[config.mk]
export PLATFORM = sky130hd
export DESIGN_NAME = epoch_seconds_to_date_flat
export DESIGN_NICKNAME = d
export VERILOG_FILES = /design/src/rtl/esd_pkg.sv /design/src/rtl/esd_channels.sv /design/src/rtl/epoch_seconds_to_date.sv /design/src/rtl/esd_seq.sv /design/src/flat_wrapper.sv
export VERILOG_INCLUDE_DIRS = /design/src /design/src/rtl
export SDC_FILE = /design/constraint.sdc
export NUM_CORES = 1
export LEC_CHECK = 0
export CORE_MARGIN = 4
export CORE_UTILIZATION = 52
export CTS_CLUSTER_DIAMETER = 120
export DETAILED_ROUTE_END_ITERATION = 10
export DONT_BUFFER_PORTS = 1
export PLACE_DENSITY = 0.67
export SYNTH_ARGS = -nofsm -noshare
export SYNTH_HDL_FRONTEND = slang
export SYNTH_SLANG_ARGS = --single-unit
[constraint.sdc]
create_clock -name clk -period 7.95 [get_ports clk]
set_clock_uncertainty 0.2 [all_clocks]
set_input_delay 1.59 -clock clk [delete_from_list [all_inputs] [get_ports clk]]
set_output_delay 1.59 -clock clk [all_outputs]
set_load 0.05 [all_outputs]
[src/rtl/epoch_seconds_to_date_defines.svh]
// Assertion macros shared by the epoch_seconds_to_date RTL.
// Needs clk and rst_n in the scope where a macro is used.
`ifndef EPOCH_SECONDS_TO_DATE_DEFINES_SVH
`define EPOCH_SECONDS_TO_DATE_DEFINES_SVH

// same-cycle implication
`define ESD_ASSERT_NOW(lbl, ante, cons, msg) \
  lbl: assert property (@(posedge clk) disable iff (!rst_n) (ante) |-> (cons)) \
    else $error(msg);

// next-cycle implication
`define ESD_ASSERT_NEXT(lbl, ante, cons, msg) \
  lbl: assert property (@(posedge clk) disable iff (!rst_n) (ante) |=> (cons)) \
    else $error(msg);

`endif

[src/rtl/esd_pkg.sv]
// Shared types, constants and microcode ROM for epoch_seconds_to_date.
// No dependencies.
package esd_pkg;

  localparam int ESD_SECONDS_WIDTH = 32;
  localparam int YEAR_W            = 12;
  localparam int MONTH_W           = 4;
  localparam int DOM_W             = 5;
  localparam int REM_W             = 17;
  localparam int YSEC_W            = 25;
  localparam int MSEC_W            = 22;
  localparam int PC_W              = 3;

  localparam logic [REM_W-1:0]   SEC_PER_DAY  = 17'd86400;
  localparam logic [YSEC_W-1:0]  SEC_PER_YEAR = 25'd31536000;
  localparam logic [YSEC_W-1:0]  SEC_PER_LEAP = 25'd31622400;
  localparam logic [YEAR_W-1:0]  EPOCH_YEAR  = 12'd1970;
  localparam logic [1:0]         EPOCH_MOD4   = 2'd2;
  localparam logic [6:0]         EPOCH_MOD100 = 7'd70;
  localparam logic [8:0]         EPOCH_MOD400 = 9'd370;

  typedef logic [PC_W-1:0] pc_t;

  localparam pc_t STEP_IDLE  = 3'd0;
  localparam pc_t STEP_YEAR  = 3'd1;
  localparam pc_t STEP_MONTH = 3'd2;
  localparam pc_t STEP_DAY   = 3'd3;
  localparam pc_t STEP_EMIT  = 3'd4;

  typedef enum logic [2:0] {
    OP_LOAD,
    OP_YEAR,
    OP_MONTH,
    OP_DAY,
    OP_EMIT
  } op_t;

  typedef enum logic [2:0] {
    C_IN_VALID,
    C_YEAR_FITS,
    C_MONTH_DONE,
    C_DAY_DONE,
    C_OUT_FREE
  } cond_t;

  typedef enum logic [1:0] {
    ACT_ALWAYS,
    ACT_TRUE,
    ACT_FALSE
  } act_t;

  typedef struct packed {
    op_t   op;
    cond_t cond;
    act_t  act;
    pc_t   t_true;
    pc_t   t_false;
  } ucode_t;

  typedef struct packed {
    op_t  op;
    logic en;
  } ctrl_t;

  typedef struct packed {
    logic in_valid;
    logic year_fits;
    logic month_done;
    logic day_done;
    logic out_free;
  } status_t;

  function automatic ucode_t esd_ucode(input pc_t pc);
    ucode_t w;
    case (pc)
      STEP_IDLE:  w = '{OP_LOAD,  C_IN_VALID,   ACT_TRUE,   STEP_YEAR,  STEP_IDLE};
      STEP_YEAR:  w = '{OP_YEAR,  C_YEAR_FITS,  ACT_FALSE,  STEP_MONTH, STEP_YEAR};
      STEP_MONTH: w = '{OP_MONTH, C_MONTH_DONE, ACT_FALSE,  STEP_DAY,   STEP_MONTH};
      STEP_DAY:   w = '{OP_DAY,   C_DAY_DONE,   ACT_FALSE,  STEP_EMIT,  STEP_DAY};
      STEP_EMIT:  w = '{OP_EMIT,  C_OUT_FREE,   ACT_TRUE,   STEP_IDLE,  STEP_EMIT};
      default:    w = '{OP_LOAD,  C_IN_VALID,   ACT_ALWAYS, STEP_IDLE,  STEP_IDLE};
    endcase
    return w;
  endfunction

  // month length in seconds
  function automatic logic [MSEC_W-1:0] month_secs(input logic [MONTH_W-1:0] m,
                                                   input logic leap);
    logic [MSEC_W-1:0] len;
    case (m) inside
      4'd1, 4'd3, 4'd5, 4'd7, 4'd8, 4'd10, 4'd12: len = 22'd2678400;
      4'd4, 4'd6, 4'd9, 4'd11:                   len = 22'd2592000;
      default:                                   len = leap ? 22'd2505600 : 22'd2419200;
    endcase
    return len;
  endfunction

endpackage

[src/rtl/esd_channels.sv]
// Valid/ready channel interfaces for epoch_seconds_to_date.
// Depends on esd_pkg.
interface esd_in_if import esd_pkg::*; #(
  parameter int W = ESD_SECONDS_WIDTH
) ();
  logic         valid;
  logic         ready;
  logic [W-1:0] elapsed_seconds;

  modport source (output valid, output elapsed_seconds, input ready);
  modport sink   (input valid, input elapsed_seconds, output ready);
endinterface

interface esd_out_if import esd_pkg::*; ();
  logic               valid;
  logic               ready;
  logic [YEAR_W-1:0]  year;
  logic [MONTH_W-1:0] month;
  logic [DOM_W-1:0]   day_of_month;

  modport source (output valid, output year, output month, output day_of_month,
                  input ready);
  modport sink   (input valid, input year, input month, input day_of_month,
                  output ready);
endinterface

[src/rtl/epoch_seconds_to_date.sv]
// Top level: seconds since 1970-01-01 to Gregorian year/month/day.
// Depends on esd_pkg, esd_channels, esd_seq and epoch_seconds_to_date_defines.svh.
//
//   channel  | dir | word
//   in_ch    | in  | elapsed_seconds[SECONDS_WIDTH-1:0]
//   out_ch   | out | year[11:0], month[3:0], day_of_month[4:0]
//
// Years, months and days are each taken off the seconds count one per cycle;
// the year loop dominates.
// Reset: synchronous, active low; clears the step counter and output valid.
// One word in flight; in_ch is taken again as soon as the result is in the
// output register; a stalled out_ch holds the next word at the emit step.
`include "epoch_seconds_to_date_defines.svh"

module epoch_seconds_to_date import esd_pkg::*; #(
  parameter int SECONDS_WIDTH = ESD_SECONDS_WIDTH
) (
  input  logic      clk,
  input  logic      rst_n,
  esd_in_if.sink    in_ch,
  esd_out_if.source out_ch
);

  ctrl_t   ctrl;
  status_t sts;

  logic [SECONDS_WIDTH-1:0] sec_r, sec_nxt;
  logic [YEAR_W-1:0]        year_r, year_nxt;
  logic [1:0]               mod4_r, mod4_nxt;
  logic [6:0]               mod100_r, mod100_nxt;
  logic [8:0]               mod400_r, mod400_nxt;
  logic [MONTH_W-1:0]       mon_r, mon_nxt;
  logic [DOM_W-1:0]         dom_r, dom_nxt;

  logic                     out_valid_r, out_valid_nxt;
  logic [YEAR_W-1:0]        out_year_r, out_year_nxt;
  logic [MONTH_W-1:0]       out_mon_r, out_mon_nxt;
  logic [DOM_W-1:0]         out_dom_r, out_dom_nxt;

  logic                     leap;
  logic [YSEC_W-1:0]        ylen;
  logic [MSEC_W-1:0]        mlen;

  esd_seq u_seq (
    .clk   (clk),
    .rst_n (rst_n),
    .sts   (sts),
    .ctrl  (ctrl)
  );

  always_comb begin
    leap  = (mod400_r == 9'd0) || ((mod4_r == 2'd0) && (mod100_r != 7'd0));
    ylen  = leap ? SEC_PER_LEAP : SEC_PER_YEAR;
    mlen  = month_secs(mon_r, leap);

    sts.in_valid   = in_ch.valid;
    sts.year_fits  = (sec_r < SECONDS_WIDTH'(ylen));
    sts.month_done = (mon_r == 4'd12) || (sec_r < SECONDS_WIDTH'(mlen));
    sts.day_done   = (sec_r < SECONDS_WIDTH'(SEC_PER_DAY));
    sts.out_free   = !out_valid_r || out_ch.ready;
  end

  always_comb begin
    sec_nxt       = sec_r;
    year_nxt      = year_r;
    mod4_nxt      = mod4_r;
    mod100_nxt    = mod100_r;
    mod400_nxt    = mod400_r;
    mon_nxt       = mon_r;
    dom_nxt       = dom_r;
    out_year_nxt  = out_year_r;
    out_mon_nxt   = out_mon_r;
    out_dom_nxt   = out_dom_r;
    out_valid_nxt = out_valid_r && !out_ch.ready;

    if (ctrl.en) begin
      case (ctrl.op)
        OP_LOAD: begin
          sec_nxt    = in_ch.elapsed_seconds;
          year_nxt   = EPOCH_YEAR;
          mod4_nxt   = EPOCH_MOD4;
          mod100_nxt = EPOCH_MOD100;
          mod400_nxt = EPOCH_MOD400;
          mon_nxt    = 4'd1;
          dom_nxt    = '0;
        end
        OP_YEAR: begin
          sec_nxt    = sec_r - SECONDS_WIDTH'(ylen);
          year_nxt   = year_r + 1'b1;
          mod4_nxt   = mod4_r + 1'b1;
          mod100_nxt = (mod100_r == 7'd99) ? 7'd0 : mod100_r + 1'b1;
          mod400_nxt = (mod400_r == 9'd399) ? 9'd0 : mod400_r + 1'b1;
        end
        OP_MONTH: begin
          sec_nxt = sec_r - SECONDS_WIDTH'(mlen);
          mon_nxt = mon_r + 1'b1;
        end
        OP_DAY: begin
          sec_nxt = sec_r - SECONDS_WIDTH'(SEC_PER_DAY);
          dom_nxt = dom_r + 1'b1;
        end
        OP_EMIT: begin
          out_valid_nxt = 1'b1;
          out_year_nxt  = year_r;
          out_mon_nxt   = mon_r;
          out_dom_nxt   = dom_r + 1'b1;
        end
        default: begin
          out_valid_nxt = out_valid_r && !out_ch.ready;
        end
      endcase
    end
  end

  always_ff @(posedge clk) begin
    if (!rst_n) begin
      out_valid_r <= 1'b0;
    end else begin
      out_valid_r <= out_valid_nxt;
    end
  end

  always_ff @(posedge clk) begin
    sec_r      <= sec_nxt;
    year_r     <= year_nxt;
    mod4_r     <= mod4_nxt;
    mod100_r   <= mod100_nxt;
    mod400_r   <= mod400_nxt;
    mon_r      <= mon_nxt;
    dom_r      <= dom_nxt;
    out_year_r <= out_year_nxt;
    out_mon_r  <= out_mon_nxt;
    out_dom_r  <= out_dom_nxt;
  end

  assign in_ch.ready         = (ctrl.op == OP_LOAD);
  assign out_ch.valid        = out_valid_r;
  assign out_ch.year         = out_year_r;
  assign out_ch.month        = out_mon_r;
  assign out_ch.day_of_month = out_dom_r;

  `ESD_ASSERT_NEXT(a_busy_after_load, in_ch.valid && in_ch.ready, !in_ch.ready, "busy load")
  `ESD_ASSERT_NOW(a_mon_rng, ctrl.op == OP_MONTH, (mon_r != '0) && (mon_r <= 4'd12), "bad month")
  `ESD_ASSERT_NOW(a_day_nonzero, out_ch.valid, out_ch.day_of_month != '0, "day of month is zero")
  `ESD_ASSERT_NOW(a_mod4_track, ctrl.op != OP_LOAD, mod4_r == year_r[1:0], "leap count lost year")

endmodule

[src/rtl/esd_seq.sv]
// Microcode sequencer: step counter, control ROM, condition select.
// Depends on esd_pkg.
module esd_seq import esd_pkg::*; (
  input  logic    clk,
  input  logic    rst_n,
  input  status_t sts,
  output ctrl_t   ctrl
);

  pc_t    pc_r, pc_nxt;
  ucode_t uw;
  logic   cond_v;

  always_comb begin
    uw = esd_ucode(pc_r);
    case (uw.cond)
      C_IN_VALID:   cond_v = sts.in_valid;
      C_YEAR_FITS:  cond_v = sts.year_fits;
      C_MONTH_DONE: cond_v = sts.month_done;
      C_DAY_DONE:   cond_v = sts.day_done;
      C_OUT_FREE:   cond_v = sts.out_free;
      default:      cond_v = 1'b0;
    endcase
  end

  always_comb begin
    ctrl.op = uw.op;
    case (uw.act)
      ACT_ALWAYS: ctrl.en = 1'b1;
      ACT_TRUE:   ctrl.en = cond_v;
      ACT_FALSE:  ctrl.en = !cond_v;
      default:    ctrl.en = 1'b0;
    endcase
    pc_nxt = cond_v ? uw.t_true : uw.t_false;
  end

  always_ff @(posedge clk) begin
    if (!rst_n) begin
      pc_r <= STEP_IDLE;
    end else begin
      pc_r <= pc_nxt;
    end
  end

endmodule

[src/flat_wrapper.sv]
// flat-port wrapper written by rule: the top's interface ports become plain ports
module epoch_seconds_to_date_flat import esd_pkg::*;
#(
  parameter int SECONDS_WIDTH = ESD_SECONDS_WIDTH
)
  (clk, rst_n, in_ch_valid, in_ch_elapsed_seconds, in_ch_ready, out_ch_valid, out_ch_year, out_ch_month, out_ch_day_of_month, out_ch_ready);
  esd_in_if #(.W(ESD_SECONDS_WIDTH)) in_ch_i ();
  esd_out_if out_ch_i ();
  input  logic clk;
  input  logic rst_n;
  input wire logic [$bits(in_ch_i.valid)-1:0] in_ch_valid;
  input wire logic [$bits(in_ch_i.elapsed_seconds)-1:0] in_ch_elapsed_seconds;
  output wire logic [$bits(in_ch_i.ready)-1:0] in_ch_ready;
  output wire logic [$bits(out_ch_i.valid)-1:0] out_ch_valid;
  output wire logic [$bits(out_ch_i.year)-1:0] out_ch_year;
  output wire logic [$bits(out_ch_i.month)-1:0] out_ch_month;
  output wire logic [$bits(out_ch_i.day_of_month)-1:0] out_ch_day_of_month;
  input wire logic [$bits(out_ch_i.ready)-1:0] out_ch_ready;
  assign in_ch_i.valid = in_ch_valid;
  assign in_ch_i.elapsed_seconds = in_ch_elapsed_seconds;
  assign in_ch_ready = in_ch_i.ready;
  assign out_ch_valid = out_ch_i.valid;
  assign out_ch_year = out_ch_i.year;
  assign out_ch_month = out_ch_i.month;
  assign out_ch_day_of_month = out_ch_i.day_of_month;
  assign out_ch_i.ready = out_ch_ready;
  epoch_seconds_to_date #(.SECONDS_WIDTH(SECONDS_WIDTH)) u_core (.clk(clk), .rst_n(rst_n), .in_ch(in_ch_i), .out_ch(out_ch_i));
endmodule
==> summary by stage <==
Logic synthesis
The post-synthesis register bit count is 89. Synthesis produced a netlist whose cell count is between 600 and 700. The most used flip-flop cell after synthesis is sky130_fd_sc_hd__edfxtp_1.

Of the total synthesized cell area, the portion taken by AND, OR, NAND and NOR gates is 0.190. The synthesized-area fraction occupied by ao, oa, aoi and oai cells is 0.186. Synthesis produced a netlist with a net count of approximately 740.

After synthesis, the share of flip-flops with an asynchronous set or reset is 0. The count of flip-flops with a built-in enable after synthesis is 85. The top-area cell type share of the netlist area is 0.400. The distinct cell type count after synthesis is 79.

The largest area contributor in the synthesized netlist is sky130_fd_sc_hd__edfxtp_1. The share of the Yosys chip area taken by registers is 0.412. The combinational family with the most area after synthesis is simple AND/OR/NAND/NOR gates. The portion of synthesized area spent on multiplexers is 0.00803. Sorting the synthesized cells by area gives the leading types as sky130_fd_sc_hd__edfxtp_1, sky130_fd_sc_hd__ha_1, sky130_fd_sc_hd__xnor2_1. The area of the mapped netlist is between 0.006 and 0.007 mm2. The xor and xnor fraction of the mapped netlist area is 0.0974.

Each instance of the synthesized netlist takes up on average about 9.5 um2. The number of warnings reported in the yosys synthesis log is 0. The adder-cell share of the synthesized area is 0.0678.

Worst setup path
The slowest stage of the critical path belongs to the cell sky130_fd_sc_hd__o21ai_0. The endpoint arrival time on the critical path is roughly 5 ns. STA classifies the critical path startpoint as a register. The critical-path maximum fanout is 25. The setup slack of the most critical reg-to-reg path is between 2 and 3 ns. The destination of the worst register-to-register timing path is u_core.sec_r[31]$_DFFE_PP_.

STA puts the critical path data required time at just under 8 ns. Traced cell by cell, the critical path runs through ha_1 > o21ai_0 > o21ai_0 > o21ai_0 > inv_1 > ha_1 > nand2_1 > o21ai_0 > nand2_2 > o41a_1 > a311oi_4 > a21oi_1 > o21ai_2 > buf_4. STA classifies the critical path endpoint as a register. Counting stages on the worst path, the most repeated cell is sky130_fd_sc_hd__o21ai_0. The type of the worst setup path is reg -> reg.

Counting cells, the worst reg-to-reg path comes to 14. The worst register-to-register path begins at u_core.mon_r[0]$_SDFFCE_PN1P_. The endpoint of the most critical setup path is u_core.sec_r[31]$_DFFE_PP_. The timing startpoint of the critical path is u_core.mon_r[0]$_SDFFCE_PN1P_. On the worst path, the slowest cell contributes a delay of approximately 0.75 ns.

CTS
The TritonCTS clock tree is yes. In this run the clock root is driven by a sky130_fd_sc_hd__clkbuf_16. The buffers inserted during post-CTS setup optimization is 0. In this run, CTS created clock tree buffers numbering 9. In this run, post-CTS hold repair placed 0 buffers.

The latest clock arrival within the worst-skew pair is 0.35 ns. The sink count of the clock tree is 89. The longest clock path from root to sink contains 2 buffers. The clock-pin slew on the worst setup and hold paths is ~0.070 ns. CTS built an H-tree with a depth of 3. The post-CTS resize count is 0.

Place
Once detailed placement completed, the half-perimeter wirelength came to approximately 11000 um. During placement, the flow inserted port buffers numbering 0. After detailed placement, the total cell area comes to between 0.006 and 0.007 mm2. The final estimated routing congestion in global placement is about 0.91.

Detailed routing
The number of iterations in the first detailed-routing pass is 7. In the final routed layout, each cell accounts on average for ~20 um. The highest metal layer with signal wires is met4. The vias per cell is between 6 and 7. The routed layout has roughly 5200 vias. Detailed routing placed a total of approximately 7400 um of wire on met2. The post-detailed-route DRC marker count is 0. The met1 wire length is 7170 um. The count of nets left with antenna violations once routing finished came out at 0. The number of DRC markers in iteration 0 is between 500 and 600.

For this block, the routed nets add up to 16000 um of wire. The total length of routed met3 wires is 1140 um.

Floorplan
The row count is 40. The placeable core region is between 0.01 and 0.015 mm2. For this configuration, the core starts out at a cell density of 0.532. The die covers between 0.01 and 0.015 mm2. The overall die height is about 120 um. The die is 119 um wide. roughly 60 I/O pins were placed.

Finish
The summed area of non-filler cells in the final layout is about 0.0068 mm2. The area growth from synthesis to layout is 6.70%. The share of final-layout standard cells stronger than drive strength 1 is 0.0706. The final layout contains 731 nets. The number of antenna diodes in the final layout is 0.

GRT
Across every metal layer, demand over resource in global routing totals 0.229. After global routing the overflow that remains totals 0. The number of antenna violations at the first check in global routing is 0. The number of global-route vias before repair is approximately 4900. The largest net degree at the start of global routing is 36. The wire length of the first global-routing pass is 26000 um.

Run
The number of violations of the max-capacitance limit is 0.

STA
The routed design could run at a clock period as short as just over 5 ns. The count of final setup violators is 0. The slew at the pin closest to its max-slew limit is just over 1 ns. The final number of hold-violating endpoints was 0. Static timing analysis puts the maximum clock frequency at a little under 200 MHz. The final count of pins violating max slew is 0. The headroom to the max-slew limit is 0.319. The setup TNS is 0 ns.

Setup repair after global routing left no endpoint under its margin. The post-route clock period utilization is 0.648.

Min path
The worst hold path depth is 0. The path class of the tightest hold or removal check is reg -> reg.

Power and ir drop
The analysis attributes to cell leakage a power of between 0.002 and 0.0025 uW. The peak ir drop on the vdd network is approximately 0.14 mV. The power per unit of standard cell area is between 200 and 300 mW/mm2.

Outcome
The run finished with clean final reports.
## cell type report
| class | count | area, um2 |
|---|---|---|
| Fill cell | 1014 | 5200 |
| Multi-Input combinational cell | 523 | 3520 |
| Sequential cell | 89 | 2630 |
| Clock buffer | 9 | 225 |
| Tap cell | 147 | 184 |
| Inverter | 31 | 116 |
| Clock inverter | 7 | 88.8 |
| Timing Repair Buffer | 7 | 52.6 |
## worst min path at each step
stage,from,endpoint,slack [ns]
floorplan,u_core.year_r[11]$_SDFFCE_PN0P_,u_core.out_ch.year[11]$_DFFE_PP_,0.25
global placement,u_core.year_r[11]$_SDFFCE_PN0P_,u_core.out_ch.year[11]$_DFFE_PP_,0.26
detailed placement,u_core.year_r[11]$_SDFFCE_PN0P_,u_core.out_ch.year[11]$_DFFE_PP_,0.27
CTS,u_core.year_r[11]$_SDFFCE_PN0P_,u_core.out_ch.year[11]$_DFFE_PP_,0.29
global route,u_core.year_r[11]$_SDFFCE_PN0P_,u_core.out_ch.year[11]$_DFFE_PP_,0.31
finish,u_core.year_r[11]$_SDFFCE_PN0P_,u_core.out_ch.year[11]$_DFFE_PP_,0.29
## stage by stage
step	instances	util	total power (uW)	hold WS [ns]	setup slack, ns
finish	813	0.567	1710	0.289	2.80
CTS	813	0.567	1700	0.290	2.85
floorplan	674	-	1130	0.248	2.32
global placement	797	0.541	1240	0.264	3.02
detailed placement	797	0.541	1260	0.272	2.87
global route	813	0.567	1810	0.313	2.43
## worst max-delay path: cells and delay by family (launching register included)
family | cells | cell delay, ns
buffers and inverters | 2 | 0.48
flip-flops | 1 | 0.48
AND/OR/NAND/NOR | 2 | 0.21
AO/OA/AOI/OAI | 8 | 2.75
adder cells (fa/ha/maj) | 2 | 0.67
## cell families after synthesis
| kind of cell | after synthesis |
|---|---|
| DFF | 89 |
| and+or+nand+nor | 240 |
| AOI/OAI and AO/OA | 173 |
| muxes | 5 |
| adders and majority gates | 34 |
| xor gates and xnor gates | 71 |
| buffers and inverters | 62 |
## per-layer routing
metal  track usage  vias to the layer above
met4        0.0840                        0
met3        0.0570                       35
met2         0.340                      229
li1              -                     2468
met5             0                        -
met1         0.324                     2509
## cells in the final DEF (no fill, tap or decap), types with 16 or more instances in the layout
cell and instances:
sky130_fd_sc_hd__nor3_1 16, sky130_fd_sc_hd__nor2_1 68, sky130_fd_sc_hd__nand2_1 54, sky130_fd_sc_hd__o21ai_0 46, sky130_fd_sc_hd__edfxtp_1 85, sky130_fd_sc_hd__inv_1 30, sky130_fd_sc_hd__a21oi_1 43, sky130_fd_sc_hd__xnor2_1 36
sky130_fd_sc_hd__nand3_1 31, sky130_fd_sc_hd__ha_1 33, sky130_fd_sc_hd__xor2_1 35
## state kept, by name, summed over array words and instances, names as in the netlist
signal / count
u_core.sec_r: 25
u_core.out_ch.year: 12
u_core.year_r: 12
u_core.mod400_r: 9
u_core.mod100_r: 7
u_core.dom_r: 5
u_core.out_ch.day_of_month: 5
u_core.mon_r: 4
u_core.out_ch.month: 4
u_core.u_seq.pc_r: 3
u_core.mod4_r: 2
u_core.out_ch.valid: 1
## power by group
part	leakage, uW	internal (uW)	total, uW	switching [uW]
combinational	0.00144	235	579	344
clock	0.000149	250	442	192
sequential	0.000809	591	689	97.3
## synthesized netlist by cell type, drive strengths merged (5+ instances only)
cell / n
edfxtp: 85
nand2: 55
nand2b: 7
nand3: 31
a22oi: 5
o21a: 6
a31oi: 5
clkbuf: 22
buf: 9
or3: 8
a221oi: 5
nor3: 18
ha: 33
nor2b: 7
a21oi: 44
nor4: 7
and3: 7
a211oi: 8
xnor2: 36
o21ai: 49
nand4: 6
xor2: 35
nor2: 70
o22a: 5
and2: 9
inv: 30
No activity file was read; power rests on OpenSTA's default activity.
